===== src/design/md5_pkg.sv =====
// shared constants, codes, round tables and control types for the md5 digest block
package md5_pkg;

    // initial chaining words
    localparam logic [31:0] IV_A = 32'h67452301;
    localparam logic [31:0] IV_B = 32'hefcdab89;
    localparam logic [31:0] IV_C = 32'h98badcfe;
    localparam logic [31:0] IV_D = 32'h10325476;

    // padding marker and start of the length field within a block
    localparam logic [7:0] PAD_MARK   = 8'h80;
    localparam logic [5:0] LEN_OFFSET = 6'd56;

    // block kinds: how each byte of the block being compressed is formed
    localparam logic [1:0] KIND_FULL = 2'd0;  // all bytes from the store
    localparam logic [1:0] KIND_PAD  = 2'd1;  // stored bytes, marker, zeros, length if room
    localparam logic [1:0] KIND_LEN  = 2'd2;  // zeros then the length

    // block store control from the sequencer
    typedef struct packed {
        logic       rd_en;
        logic [3:0] word_idx;
        logic [1:0] kind;
    } t_store_ctrl;

    // additive constant of round i
    function automatic logic [31:0] f_round_const(input logic [5:0] i);
        logic [31:0] k;
        case (i)
            6'd0:  k = 32'hd76aa478;  6'd1:  k = 32'he8c7b756;
            6'd2:  k = 32'h242070db;  6'd3:  k = 32'hc1bdceee;
            6'd4:  k = 32'hf57c0faf;  6'd5:  k = 32'h4787c62a;
            6'd6:  k = 32'ha8304613;  6'd7:  k = 32'hfd469501;
            6'd8:  k = 32'h698098d8;  6'd9:  k = 32'h8b44f7af;
            6'd10: k = 32'hffff5bb1;  6'd11: k = 32'h895cd7be;
            6'd12: k = 32'h6b901122;  6'd13: k = 32'hfd987193;
            6'd14: k = 32'ha679438e;  6'd15: k = 32'h49b40821;
            6'd16: k = 32'hf61e2562;  6'd17: k = 32'hc040b340;
            6'd18: k = 32'h265e5a51;  6'd19: k = 32'he9b6c7aa;
            6'd20: k = 32'hd62f105d;  6'd21: k = 32'h02441453;
            6'd22: k = 32'hd8a1e681;  6'd23: k = 32'he7d3fbc8;
            6'd24: k = 32'h21e1cde6;  6'd25: k = 32'hc33707d6;
            6'd26: k = 32'hf4d50d87;  6'd27: k = 32'h455a14ed;
            6'd28: k = 32'ha9e3e905;  6'd29: k = 32'hfcefa3f8;
            6'd30: k = 32'h676f02d9;  6'd31: k = 32'h8d2a4c8a;
            6'd32: k = 32'hfffa3942;  6'd33: k = 32'h8771f681;
            6'd34: k = 32'h6d9d6122;  6'd35: k = 32'hfde5380c;
            6'd36: k = 32'ha4beea44;  6'd37: k = 32'h4bdecfa9;
            6'd38: k = 32'hf6bb4b60;  6'd39: k = 32'hbebfbc70;
            6'd40: k = 32'h289b7ec6;  6'd41: k = 32'heaa127fa;
            6'd42: k = 32'hd4ef3085;  6'd43: k = 32'h04881d05;
            6'd44: k = 32'hd9d4d039;  6'd45: k = 32'he6db99e5;
            6'd46: k = 32'h1fa27cf8;  6'd47: k = 32'hc4ac5665;
            6'd48: k = 32'hf4292244;  6'd49: k = 32'h432aff97;
            6'd50: k = 32'hab9423a7;  6'd51: k = 32'hfc93a039;
            6'd52: k = 32'h655b59c3;  6'd53: k = 32'h8f0ccc92;
            6'd54: k = 32'hffeff47d;  6'd55: k = 32'h85845dd1;
            6'd56: k = 32'h6fa87e4f;  6'd57: k = 32'hfe2ce6e0;
            6'd58: k = 32'ha3014314;  6'd59: k = 32'h4e0811a1;
            6'd60: k = 32'hf7537e82;  6'd61: k = 32'hbd3af235;
            6'd62: k = 32'h2ad7d2bb;  6'd63: k = 32'heb86d391;
            default: k = 32'h0;
        endcase
        return k;
    endfunction

    // left rotate amount of round i, never zero
    function automatic logic [4:0] f_rot_amount(input logic [5:0] i);
        logic [4:0] s;
        case ({i[5:4], i[1:0]})
            4'd0:  s = 5'd7;   4'd1:  s = 5'd12;  4'd2:  s = 5'd17;  4'd3:  s = 5'd22;
            4'd4:  s = 5'd5;   4'd5:  s = 5'd9;   4'd6:  s = 5'd14;  4'd7:  s = 5'd20;
            4'd8:  s = 5'd4;   4'd9:  s = 5'd11;  4'd10: s = 5'd16;  4'd11: s = 5'd23;
            4'd12: s = 5'd6;   4'd13: s = 5'd10;  4'd14: s = 5'd15;  4'd15: s = 5'd21;
            default: s = 5'd7;
        endcase
        return s;
    endfunction

    // message word used by round i
    function automatic logic [3:0] f_word_index(input logic [5:0] i);
        logic [3:0] g;
        case (i[5:4])
            2'd0:    g = i[3:0];
            2'd1:    g = 4'((i[3:0] << 2) + i[3:0] + 4'd1);
            2'd2:    g = 4'((i[3:0] << 1) + i[3:0] + 4'd5);
            default: g = 4'((i[3:0] << 3) - i[3:0]);
        endcase
        return g;
    endfunction

endpackage


===== src/design/md5_message_digest.sv =====
// md5 digest top level: byte intake, round sequencer, chaining words and digest output
//
// Each request carries at most one message byte; a byte that does not fill the
// 64-byte block is taken without a stall. The byte that fills a block, and a request
// that ends the message, start a compression (one store read ahead of the rounds,
// 64 rounds through a single shared round unit, one add into the chaining
// words), during which o_in_stall is high. Ending a message costs one
// compression, or two when the message length modulo 64 is 56 or more, followed by
// four digest words, word 0 first, each held until taken. After the fourth word the
// chaining words, byte position and bit count return to their initial values.
module md5_message_digest (
    input  logic        i_clk,
    input  logic        i_rst_n,
    input  logic        i_in_valid,
    output logic        o_in_stall,
    input  logic [7:0]  i_data_byte,
    input  logic        i_byte_present,
    input  logic        i_ends_message,
    output logic        o_out_valid,
    input  logic        i_out_stall,
    output logic [31:0] o_digest_word,
    output logic [1:0]  o_word_number,
    output logic        o_last_word
);
    import md5_pkg::*;

    localparam logic [2:0] S_IDLE  = 3'd0;
    localparam logic [2:0] S_FETCH = 3'd1;
    localparam logic [2:0] S_ROUND = 3'd2;
    localparam logic [2:0] S_ADD   = 3'd3;
    localparam logic [2:0] S_OUT   = 3'd4;

    logic [2:0]  r_state, n_state;
    logic [5:0]  r_round, n_round;
    logic [1:0]  r_kind, n_kind;
    logic        r_finish, n_finish;
    logic [5:0]  r_pos, n_pos;
    logic [63:0] r_bit_len, n_bit_len;
    logic [1:0]  r_word, n_word;
    logic [31:0] r_h [0:3];
    logic [31:0] n_h [0:3];
    logic [31:0] r_a, r_b, r_c, r_d;
    logic [31:0] n_a, n_b, n_c, n_d;

    logic        w_in_acc;
    logic        w_out_acc;
    logic        w_wr_en;
    logic [5:0]  w_pos_inc;
    logic [5:0]  w_rd_round;
    t_store_ctrl w_ctrl;
    logic [31:0] w_word;
    logic [31:0] w_ra, w_rb, w_rc, w_rd;

    assign o_in_stall  = (r_state != S_IDLE);
    assign w_in_acc    = i_in_valid && !o_in_stall;
    assign o_out_valid = (r_state == S_OUT);
    assign w_out_acc   = o_out_valid && !i_out_stall;
    assign w_wr_en     = w_in_acc && i_byte_present;
    assign w_pos_inc   = r_pos + 6'd1;

    // store read runs one round ahead of the round unit
    assign w_rd_round      = (r_state == S_FETCH) ? 6'd0 : (r_round + 6'd1);
    assign w_ctrl.rd_en    = (r_state == S_FETCH) || (r_state == S_ROUND);
    assign w_ctrl.word_idx = f_word_index(w_rd_round);
    assign w_ctrl.kind     = r_kind;

    md5_block_store u_store (
        .i_clk     (i_clk),
        .i_wr_en   (w_wr_en),
        .i_wr_addr (r_pos),
        .i_wr_byte (i_data_byte),
        .i_ctrl    (w_ctrl),
        .i_pos     (r_pos),
        .i_bit_len (r_bit_len),
        .o_word    (w_word)
    );

    md5_round u_round (
        .i_round (r_round),
        .i_a     (r_a),
        .i_b     (r_b),
        .i_c     (r_c),
        .i_d     (r_d),
        .i_word  (w_word),
        .o_a     (w_ra),
        .o_b     (w_rb),
        .o_c     (w_rc),
        .o_d     (w_rd)
    );

    // sequencer
    always_comb begin
        n_state   = r_state;
        n_round   = r_round;
        n_kind    = r_kind;
        n_finish  = r_finish;
        n_pos     = r_pos;
        n_bit_len = r_bit_len;
        n_word    = r_word;
        n_h       = r_h;
        n_a       = r_a;
        n_b       = r_b;
        n_c       = r_c;
        n_d       = r_d;
        case (r_state)
            S_IDLE: begin
                if (w_in_acc) begin
                    n_finish = i_ends_message;
                    if (i_byte_present) begin
                        n_pos     = w_pos_inc;
                        n_bit_len = r_bit_len + 64'd8;
                    end
                    if (i_byte_present && w_pos_inc == 6'd0) begin
                        n_kind  = KIND_FULL;
                        n_state = S_FETCH;
                    end else if (i_ends_message) begin
                        n_kind  = KIND_PAD;
                        n_state = S_FETCH;
                    end
                end
            end
            S_FETCH: begin
                n_a     = r_h[0];
                n_b     = r_h[1];
                n_c     = r_h[2];
                n_d     = r_h[3];
                n_round = 6'd0;
                n_state = S_ROUND;
            end
            S_ROUND: begin
                n_a     = w_ra;
                n_b     = w_rb;
                n_c     = w_rc;
                n_d     = w_rd;
                n_round = r_round + 6'd1;
                if (r_round == 6'd63) begin
                    n_state = S_ADD;
                end
            end
            S_ADD: begin
                n_h[0] = r_h[0] + r_a;
                n_h[1] = r_h[1] + r_b;
                n_h[2] = r_h[2] + r_c;
                n_h[3] = r_h[3] + r_d;
                n_word = 2'd0;
                if (r_kind == KIND_FULL) begin
                    n_kind  = KIND_PAD;
                    n_state = r_finish ? S_FETCH : S_IDLE;
                end else if (r_kind == KIND_PAD && r_pos >= LEN_OFFSET) begin
                    n_kind  = KIND_LEN;
                    n_state = S_FETCH;
                end else begin
                    n_state = S_OUT;
                end
            end
            S_OUT: begin
                if (w_out_acc) begin
                    n_word = r_word + 2'd1;
                    if (r_word == 2'd3) begin
                        n_h[0]    = IV_A;
                        n_h[1]    = IV_B;
                        n_h[2]    = IV_C;
                        n_h[3]    = IV_D;
                        n_pos     = 6'd0;
                        n_bit_len = 64'd0;
                        n_finish  = 1'b0;
                        n_state   = S_IDLE;
                    end
                end
            end
            default: begin
                n_state = S_IDLE;
            end
        endcase
    end

    // control and chaining registers
    always_ff @(posedge i_clk) begin
        if (!i_rst_n) begin
            r_state   <= S_IDLE;
            r_round   <= 6'd0;
            r_kind    <= KIND_FULL;
            r_finish  <= 1'b0;
            r_pos     <= 6'd0;
            r_bit_len <= 64'd0;
            r_word    <= 2'd0;
            r_h[0]    <= IV_A;
            r_h[1]    <= IV_B;
            r_h[2]    <= IV_C;
            r_h[3]    <= IV_D;
        end else begin
            r_state   <= n_state;
            r_round   <= n_round;
            r_kind    <= n_kind;
            r_finish  <= n_finish;
            r_pos     <= n_pos;
            r_bit_len <= n_bit_len;
            r_word    <= n_word;
            r_h       <= n_h;
        end
    end

    // working variables of the compression
    always_ff @(posedge i_clk) begin
        r_a <= n_a;
        r_b <= n_b;
        r_c <= n_c;
        r_d <= n_d;
    end

    // digest output
    assign o_digest_word = r_h[r_word];
    assign o_word_number = r_word;
    assign o_last_word   = (r_word == 2'd3);

endmodule


===== src/design/md5_round.sv =====
// one md5 round step, shared by all 64 rounds of a compression
module md5_round (
    input  logic [5:0]  i_round,
    input  logic [31:0] i_a,
    input  logic [31:0] i_b,
    input  logic [31:0] i_c,
    input  logic [31:0] i_d,
    input  logic [31:0] i_word,
    output logic [31:0] o_a,
    output logic [31:0] o_b,
    output logic [31:0] o_c,
    output logic [31:0] o_d
);
    import md5_pkg::*;

    logic [31:0] w_f;
    logic [31:0] w_sum;
    logic [4:0]  w_rot;
    logic [31:0] w_rotated;

    // boolean function of the current phase
    always_comb begin
        case (i_round[5:4])
            2'd0:    w_f = (i_b & i_c) | (~i_b & i_d);
            2'd1:    w_f = (i_b & i_d) | (i_c & ~i_d);
            2'd2:    w_f = i_b ^ i_c ^ i_d;
            default: w_f = i_c ^ (i_b | ~i_d);
        endcase
    end

    // sum, rotate and shuffle
    assign w_sum     = w_f + i_a + f_round_const(i_round) + i_word;
    assign w_rot     = f_rot_amount(i_round);
    assign w_rotated = (w_sum << w_rot) | (w_sum >> (6'd32 - {1'b0, w_rot}));

    assign o_a = i_d;
    assign o_d = i_c;
    assign o_c = i_b;
    assign o_b = i_b + w_rotated;

endmodule


===== src/design/md5_block_store.sv =====
// 64-byte block store in four byte lanes, with padding and length inserted on read
module md5_block_store (
    input  logic                 i_clk,
    input  logic                 i_wr_en,
    input  logic [5:0]           i_wr_addr,
    input  logic [7:0]           i_wr_byte,
    input  md5_pkg::t_store_ctrl i_ctrl,
    input  logic [5:0]           i_pos,
    input  logic [63:0]          i_bit_len,
    output logic [31:0]          o_word
);
    import md5_pkg::*;

    logic [3:0] r_word_idx;
    logic [1:0] r_kind;

    // word index and kind travel with the registered read
    always_ff @(posedge i_clk) begin
        if (i_ctrl.rd_en) begin
            r_word_idx <= i_ctrl.word_idx;
            r_kind     <= i_ctrl.kind;
        end
    end

    for (genvar lane = 0; lane < 4; lane++) begin : g_lane
        logic [7:0] r_mem [0:15];
        logic [7:0] r_rd_byte;
        logic [5:0] w_byte_pos;
        logic       w_len_here;
        logic [7:0] w_byte;

        // lane memory, one write and one registered read
        always_ff @(posedge i_clk) begin
            if (i_wr_en && (i_wr_addr[1:0] == 2'(lane))) begin
                r_mem[i_wr_addr[5:2]] <= i_wr_byte;
            end
            if (i_ctrl.rd_en) begin
                r_rd_byte <= r_mem[i_ctrl.word_idx];
            end
        end

        // byte formation for the padded tail of a message
        assign w_byte_pos = {r_word_idx, 2'(lane)};
        assign w_len_here = (w_byte_pos >= LEN_OFFSET)
                          && ((r_kind == KIND_LEN)
                              || ((r_kind == KIND_PAD) && (i_pos < LEN_OFFSET)));

        // the length-only block keeps nothing from the store
        always_comb begin
            if (r_kind == KIND_FULL || (r_kind == KIND_PAD && w_byte_pos < i_pos)) begin
                w_byte = r_rd_byte;
            end else if (r_kind == KIND_PAD && w_byte_pos == i_pos) begin
                w_byte = PAD_MARK;
            end else if (w_len_here) begin
                w_byte = i_bit_len[{w_byte_pos[2:0], 3'b000} +: 8];
            end else begin
                w_byte = 8'h00;
            end
        end

        assign o_word[8*lane +: 8] = w_byte;
    end

endmodule


===== config.mk =====
export PLATFORM = sky130hd
export DESIGN_NAME = md5_message_digest
export DESIGN_NICKNAME = d
export VERILOG_FILES = /design/src/design/md5_pkg.sv /design/src/design/md5_message_digest.sv /design/src/design/md5_round.sv /design/src/design/md5_block_store.sv
export SDC_FILE = /design/constraint.sdc
export NUM_CORES = 2
export LEC_CHECK = 0
export BUFFER_PORTS_ARGS = -buffer_cell sky130_fd_sc_hd__buf_4
export CAP_MARGIN = 10
export CORE_MARGIN = 4
export CORE_UTILIZATION = 30
export CTS_CLUSTER_DIAMETER = 40
export DETAILED_ROUTE_END_ITERATION = 10
export GPL_ROUTABILITY_DRIVEN = 0
export PLACE_DENSITY = 0.55
export SLEW_MARGIN = 40
export SYNTH_ARGS = -nofsm -noshare
export SYNTH_HDL_FRONTEND = slang
export SYNTH_SLANG_ARGS = --single-unit

===== constraint.sdc =====
create_clock -name i_clk -period 11.7 [get_ports i_clk]
set_input_delay 2.925 -clock i_clk [delete_from_list [all_inputs] [get_ports i_clk]]
set_output_delay 2.925 -clock i_clk [all_outputs]
set_load 0.005 [all_outputs]

======== Yosys cells after proc, flatten, opt, wreduce, memory -nomap -nowiden ========
Memory sizes are Yosys's and may differ from the RTL's. A register that Yosys moved wholly into a read port is not among the register bits.
Index checks and enable logic that the tools add are counted.
operators by class
  bitwise logic cells ..................... 14
  shift operators ......................... 6
  add/subtract/negate cells ............... 18
  reduce and logical (&&, ||, !) cells .... 48
  equal/unequal tests ..................... 27
  order comparisons ....................... 11
  mux-type cells .......................... 70
operators by type and width
  kind                                                             count
  32-bit adder                                                     8
  128-bit two-way mux                                              2
  64-bit two-way mux                                               4
  128-bit one-hot mux with 2 select lines                          1
  32-bit one-hot mux with 2 select lines                           4
  64-bit by 7-bit variable part select with 8-bit output           4
  32-bit bitwise AND                                               4
  32-bit bitwise OR                                                4
  64-bit one-hot mux with 2 select lines                           1
  8-bit two-way mux                                                12
  32-bit one-hot mux with 3 select lines                           1
  32-bit XOR                                                       3
  64-bit by 4-bit adder with 64-bit output, second input constant  1
  32-bit binary-select mux with 2-bit select                       1
  32-bit two-way mux                                               2
  32-bit inverter                                                  2
  6-bit two-way mux                                                7
  32-bit by 5-bit left shift with 32-bit output                    1
  32-bit by 6-bit right shift with 32-bit output                   1
  6-bit greater-or-equal comparator, second input constant         5
  6-bit equality test                                              4
  6-bit less-than comparator                                       4
  3-bit two-way mux                                                8
  6-bit one-hot mux with 2 select lines                            2
  other kinds (38)                                                 108
storage, ports and cells
  memories ................................ 6
  flip-flop bits (word level) ............. 346
  RAM bits ................................ 512
  bits in read-only memories .............. 2128
memories
  memory                   words  bits a word  rd ports  clocked after memory_dff  wr ports  RTL line               RTL
  (name not given)         64     32           1         1                         0         md5_pkg.sv:29          case (i)
  u_store.g_lane[0].r_mem  16     8            1         1                         1         md5_block_store.sv:26  logic [7:0] r_mem [0:15];
  u_store.g_lane[1].r_mem  16     8            1         1                         1         md5_block_store.sv:26
  u_store.g_lane[2].r_mem  16     8            1         1                         1         md5_block_store.sv:26
  u_store.g_lane[3].r_mem  16     8            1         1                         1         md5_block_store.sv:26
  (name not given)         16     5            1         1                         0         md5_pkg.sv:70          case ({i[5:4], i[1:0]})

======== Depth between registers and ports, before layout ========
  word-level depth ........................ 12
  mapped depth ............................ 41
  mapped depth without buffers ............ 38

======== Cells and area by module ========
Synthesis repeated with hierarchy kept, for this count alone.
unflattened totals
  cells, all modules ...................... 5517
  area total of the unflattened synthesis .. 56536.7 µm²
modules (own cells, without submodules)
  module              instances  sequential area each (µm²)  cells an instance  area an instance (µm²)
  md5_block_store     1          16515.8                     983                21853.5
  md5_message_digest  1          8027.7                      2344               20448.4
  md5_round           1          0.0                         2190               14234.9

======== Least setup slack after synthesis ========
Ideal clock, no wire load.
  path type ............................... reg2reg
  from .................................... reg r_pos[5]
  to ...................................... reg r_b[31], data pin
  slack ................................... 2293 ps
  cell stages (with the launch flop) ...... 38
  data arrival time ....................... 9146 ps
  required time ........................... 11440 ps
  path buffers ............................ 1
  cells stage by stage .................... dfxtp_1 clkbuf_1 inv_1 ha_1 a211oi_1 o21ai_0 o22ai_1 a21oi_1 and2_1 a32o_1 fa_1 inv_1 fa_1 inv_1 ha_1 fa_1 a21o_1 a221o_1 (+2 left out) a311o_1 xor2_1 mux4_1 mux2_2 mux2i_1 o221ai_1 ha_1 a211oi_1 o21ai_0 a22oi_1 a21oi_1 nand3_1 a41oi_1 o21ai_0 a21oi_1 o41a_1 xnor3_1 mux2_4
between the ends
  longest elaborated chain between the ends .. 12
  elaborated cells on any way between the ends .. 45
  classes of those cells .................. add/sub (2); order compare (5); eq/ne (4); shift (2); mux (13); bitwise (1); reduce/logical (18)
RTL lines
  what                                                                                                             RTL line                   RTL
  start: declaration                                                                                               md5_message_digest.sv:37   logic [5:0] r_pos, n_pos;
  start signal: assignment                                                                                         md5_message_digest.sv:196  r_pos <= n_pos;
  6-bit less-than comparator                                                                                       md5_block_store.sv:46      || ((r_kind == KIND_PAD) && (i_pos < LEN_OFFSET)));
  1-bit logical AND                                                                                                md5_block_store.sv:46
  1-bit logical OR                                                                                                 md5_block_store.sv:46
  1-bit logical AND                                                                                                md5_block_store.sv:45      && ((r_kind == KIND_LEN)
  8-bit two-way mux                                                                                                md5_block_store.sv:54      end else if (w_len_here) begin
  8-bit two-way mux                                                                                                md5_block_store.sv:52      end else if (r_kind == KIND_PAD && w_byte_pos == i_pos) begin
  8-bit two-way mux                                                                                                md5_block_store.sv:50      if (r_kind == KIND_FULL || (r_kind == KIND_PAD && w_byte_pos < i_pos)) begin
  32-bit adder *                                                                                                   md5_round.sv:32            assign w_sum = w_f + i_a + f_round_const(i_round) + i_word;
  32-bit by 6-bit right shift with 32-bit output or 32-bit by 5-bit left shift with 32-bit output (tied branches)  md5_round.sv:34            assign w_rotated = (w_sum << w_rot) | (w_sum >> (6'd32 - {1'b0, w_rot}));
  32-bit bitwise OR *                                                                                              md5_round.sv:34
  32-bit adder *                                                                                                   md5_round.sv:39            assign o_b = i_b + w_rotated;
  32-bit one-hot mux with 2 select lines *                                                                         md5_message_digest.sv:105  case (r_state)
  net n_b[31]                                                                                                      md5_message_digest.sv:43   logic [31:0] n_a, n_b, n_c, n_d;
  end signal: assignment                                                                                           md5_message_digest.sv:206  r_b <= n_b;
  end: declaration                                                                                                 md5_message_digest.sv:42   logic [31:0] r_a, r_b, r_c, r_d;
The timed path passes the listed nets; every way through them passes the cells marked *.
A chain may end at the register's enable or synchronous reset.

======== Worst setup path after layout ========
  from .................................... reg r_pos[2]
  to ...................................... reg r_b[31], data pin
The elaborated chain is that of the path after synthesis.

==> results.yml <==
yosys:
  ys_top_cells_by_count: "sky130_fd_sc_hd__nand2_1 (1,243), sky130_fd_sc_hd__edfxtp_1 (678), sky130_fd_sc_hd__nor2_1 (444)"
  synth_async_sr_flop_share_pct: 0
  seq_area_frac_synth_pct: 44.7
  syn_inst: 6161
  mappedNetlistNets: 6465
  synth.ff_latch_count: 924
  synthesis.area_sq_mm: 0.0565
  synthDominantAreaCellType: "sky130_fd_sc_hd__edfxtp_1"
  synth_cell_types: 88
  synth.most_common_cell: "sky130_fd_sc_hd__nand2_1"
  count_of_flip_flops_with_a_built_in_enable_after_synthesis: 678
  synth.top_cells.by_area: "sky130_fd_sc_hd__edfxtp_1 (36%), sky130_fd_sc_hd__dfxtp_1 (8.7%), sky130_fd_sc_hd__nand2_1 (8.3%), sky130_fd_sc_hd__ha_1 (4.9%), sky130_fd_sc_hd__a21oi_1 (3.6%)"
  yosys_top_cell_area_share_pct: 36.0
  syn_avg_cell_area_sq_um: 9.18
  dominantRegCellSynth: "sky130_fd_sc_hd__edfxtp_1"
  ys_warn_count: 0
worst_setup_path:
  critical_path_peak_fanout: 13
  critical-path-top-delay-family: "compound AO/OA/AOI/OAI gates"
  critical_path_arrival_ps: 11480
  cp-start-kind: "register"
  critical_path.endpoint_type: "register"
  timing_worst_setup_path_type: "reg2reg"
  cp.required_ps: 12220
  setup.reg_to_reg.worst_slack_ps: 740
  crit_top_cell: "sky130_fd_sc_hd__a21oi_1"
  crit_path_max_incr_delay_ps: 690
  critPathSlowestCell: "sky130_fd_sc_hd__dfxtp_1"
  critical_path_buf_inv_count: 3
sta:
  setup-violations-final: 0
  timing_hold_violations_final: 0
  tns_ps: 0
  min_period_ps: 10960
  slew_violations: 0
  whs_ps: 492
  rsz0062_at_grt: "no"
  final_min_period_over_clock_period_pct: 93.7
  tightestPinTransition_ps: 877
  achievable-frequency_mhz: 91.2
  tightest_slew_margin_relative_to_the_limit_pct: 40.9
  skew_ps: 39.7
route:
  drtAntennaViolNets: 0
  post-route-drc-count: 0
  drt-vias-per-instance: 5.52
  first_pass_iters: 6
  vias: 48000
  drt-total-wl_mm: 189
  routedWlPerCell_microns: 21.7
  drtIter0Drc: 5477
die:
  die_outline_area_sq_mm: 0.195
  num_rows: 159
  core_area_sq_mm: 0.188
  start_util_pct: 30.1
  io_pins: 51
  die-height_microns: 442
  die_width_microns: 442
status:
  outcome: "completed"
clocking:
  clock-sinks: 924
  postCtsResizedCells: 0
  cts-htree-levels: 4
  clk_transition_reported_paths_ps: 50
  cts-root-to-sink-buffers: 3
  clk_root_buffer_cell: "sky130_fd_sc_hd__clkbuf_16"
  cts_hold_buffers: 0
  cts_tree: "done"
  clock_latency_ps: 790
  postCtsSetupBuffers: 0
  cts_buffers: 143
global_routing:
  grt_max_degree: 156
  track_usage_pct: 18.6
  globalRouteOverflowTotal: 0
  first_global_vias: 45700
  antenna_found_initial: 0
  grt_first_pass_wirelength_mm: 286
place:
  port_buffer_count: 50
  place.detailed.hpwl_mm: 128
job:
  drv.max_cap_violation_count: 0
cells_and_area:
  layout-area-overhead-vs-synth_pct: 14.3
  finish.net_count: 6382
  drive_above_1_share_pct: 8.94
hold_path:
  hold_class: "reg2reg"
routing by layer:
| metal | wire [microns] | GRT usage, % | vias to the layer above |
|---|---|---|---|
| met5 | 0 | 0 | - |
| met4 | 7470 | 7.76 | 0 |
| met3 | 14500 | 3.35 | 427 |
| met2 | 85100 | 29.2 | 2043 |
| met1 | 81900 | 25.4 | 23300 |
| li1 | - | - | 22200 |
worst register-to-register path, delay by kind of cell, from the launching register on:
kind	cells	cell delay [ps]
AO/OA/AOI/OAI	21	5610
XOR/XNOR	2	590
adder cells (fa/ha/maj)	6	2310
buffers and inverters	3	340
flip-flops	1	690
multiplexers	3	790
AND/OR/NAND/NOR	2	360
cell usage in the layout (no fill, tap or decap), types with 19 or more instances in the layout:
cell / synthesis / layout
sky130_fd_sc_hd__a211oi_1: 46 / 46
sky130_fd_sc_hd__nand2b_1: 30 / 30
sky130_fd_sc_hd__and2_1: 23 / 23
sky130_fd_sc_hd__o21bai_1: 28 / 28
sky130_fd_sc_hd__inv_1: 224 / 221
sky130_fd_sc_hd__or3_1: 28 / 28
sky130_fd_sc_hd__fa_1: 68 / 68
sky130_fd_sc_hd__o22ai_1: 54 / 54
sky130_fd_sc_hd__clkbuf_16: 0 / 147
sky130_fd_sc_hd__a311oi_1: 101 / 100
sky130_fd_sc_hd__nand4_1: 19 / 19
sky130_fd_sc_hd__o31ai_1: 24 / 24
sky130_fd_sc_hd__xnor2_1: 151 / 149
sky130_fd_sc_hd__nor2_1: 444 / 425
sky130_fd_sc_hd__clkbuf_1: 314 / 21
sky130_fd_sc_hd__or2_2: 39 / 39
sky130_fd_sc_hd__edfxtp_1: 678 / 678
sky130_fd_sc_hd__nor2b_1: 27 / 27
sky130_fd_sc_hd__a21oi_1: 406 / 406
sky130_fd_sc_hd__nand2_1: 1243 / 1239
sky130_fd_sc_hd__o221ai_1: 21 / 20
sky130_fd_sc_hd__nand3_1: 267 / 267
sky130_fd_sc_hd__a21o_1: 80 / 80
sky130_fd_sc_hd__and3_1: 107 / 107
sky130_fd_sc_hd__o21ai_0: 377 / 375
sky130_fd_sc_hd__dfxtp_1: 246 / 240
sky130_fd_sc_hd__mux2i_1: 90 / 90
sky130_fd_sc_hd__mux2_2: 22 / 22
sky130_fd_sc_hd__mux4_2: 53 / 53
sky130_fd_sc_hd__ha_1: 222 / 221
sky130_fd_sc_hd__a31oi_1: 83 / 83
sky130_fd_sc_hd__a22oi_1: 26 / 26
sky130_fd_sc_hd__xor2_1: 117 / 116
sky130_fd_sc_hd__buf_4: 0 / 135
sky130_fd_sc_hd__nor3_1: 93 / 90
sky130_fd_sc_hd__o211ai_1: 102 / 102
sky130_fd_sc_hd__o21a_1: 38 / 38
state kept, by name, summed over array words and instances (netlist names), named ones only:
register,count
r_kind,2
r_finish,1
u_store.g_lane.r_mem,512
u_store.r_kind,2
r_b,32
r_pos,6
o_word_number,2
r_c,32
u_round.w_rot,5
r_state,3
r_d,32
r_h,128
r_a,32
r_bit_len,61
u_store.r_word_idx,4
r_round,6
u_store.g_lane.r_rd_byte,32
path summary, 6_finish.rpt:
path | start | endpoint | cells after the start
worst max-delay path | r_pos[2] | r_b[31] | 37
worst min-delay path | r_h[26] | r_h[26] | 2
worst max register to register | r_pos[2] | r_b[31] | 37
worst min register to register | r_h[26] | r_h[26] | 2
cell type report:
type	count	area [sq um]
fillers	18900	123000
multi-input cells	4637	29200
flip-flops and latches	924	25300
clock buffers	172	3810
well taps	2495	3120
clock inverters	92	1220
repair buffers	142	1120
inverters	230	875
diodes	3	7.51
through the flow:
step / utilization (%) / area [sq um] / std cells / setup WS (ps)
after CTS: 34.4 / 64600 / 8691 / 886
after floorplan: - / 56500 / 6161 / 2290
after global placement: 31.7 / 59400 / 8417 / 1120
final: 34.4 / 64600 / 8695 / 741
after global routing: 34.4 / 64600 / 8692 / 35.7
after detailed placement: 31.7 / 59500 / 8427 / 979
kinds of logic (layout without fill, tap and decap cells):
family | count (synthesis) | in the layout | share of synthesized area [%]
compound gates | 1548 | 1548 | 17.5
xor+xnor | 269 | 269 | 4.19
fa+ha+maj | 291 | 291 | 7.34
buf+inv | 600 | 636 | 4.00
flops | 924 | 924 | 44.7
mux | 168 | 168 | 4.26
other cells | 0 | 3 | 0
simple gates | 2361 | 2361 | 18.0
Power is left out: the tool's default activity adds up to more than one toggle a clock period on the data nets, which glitch-free logic cannot reach.
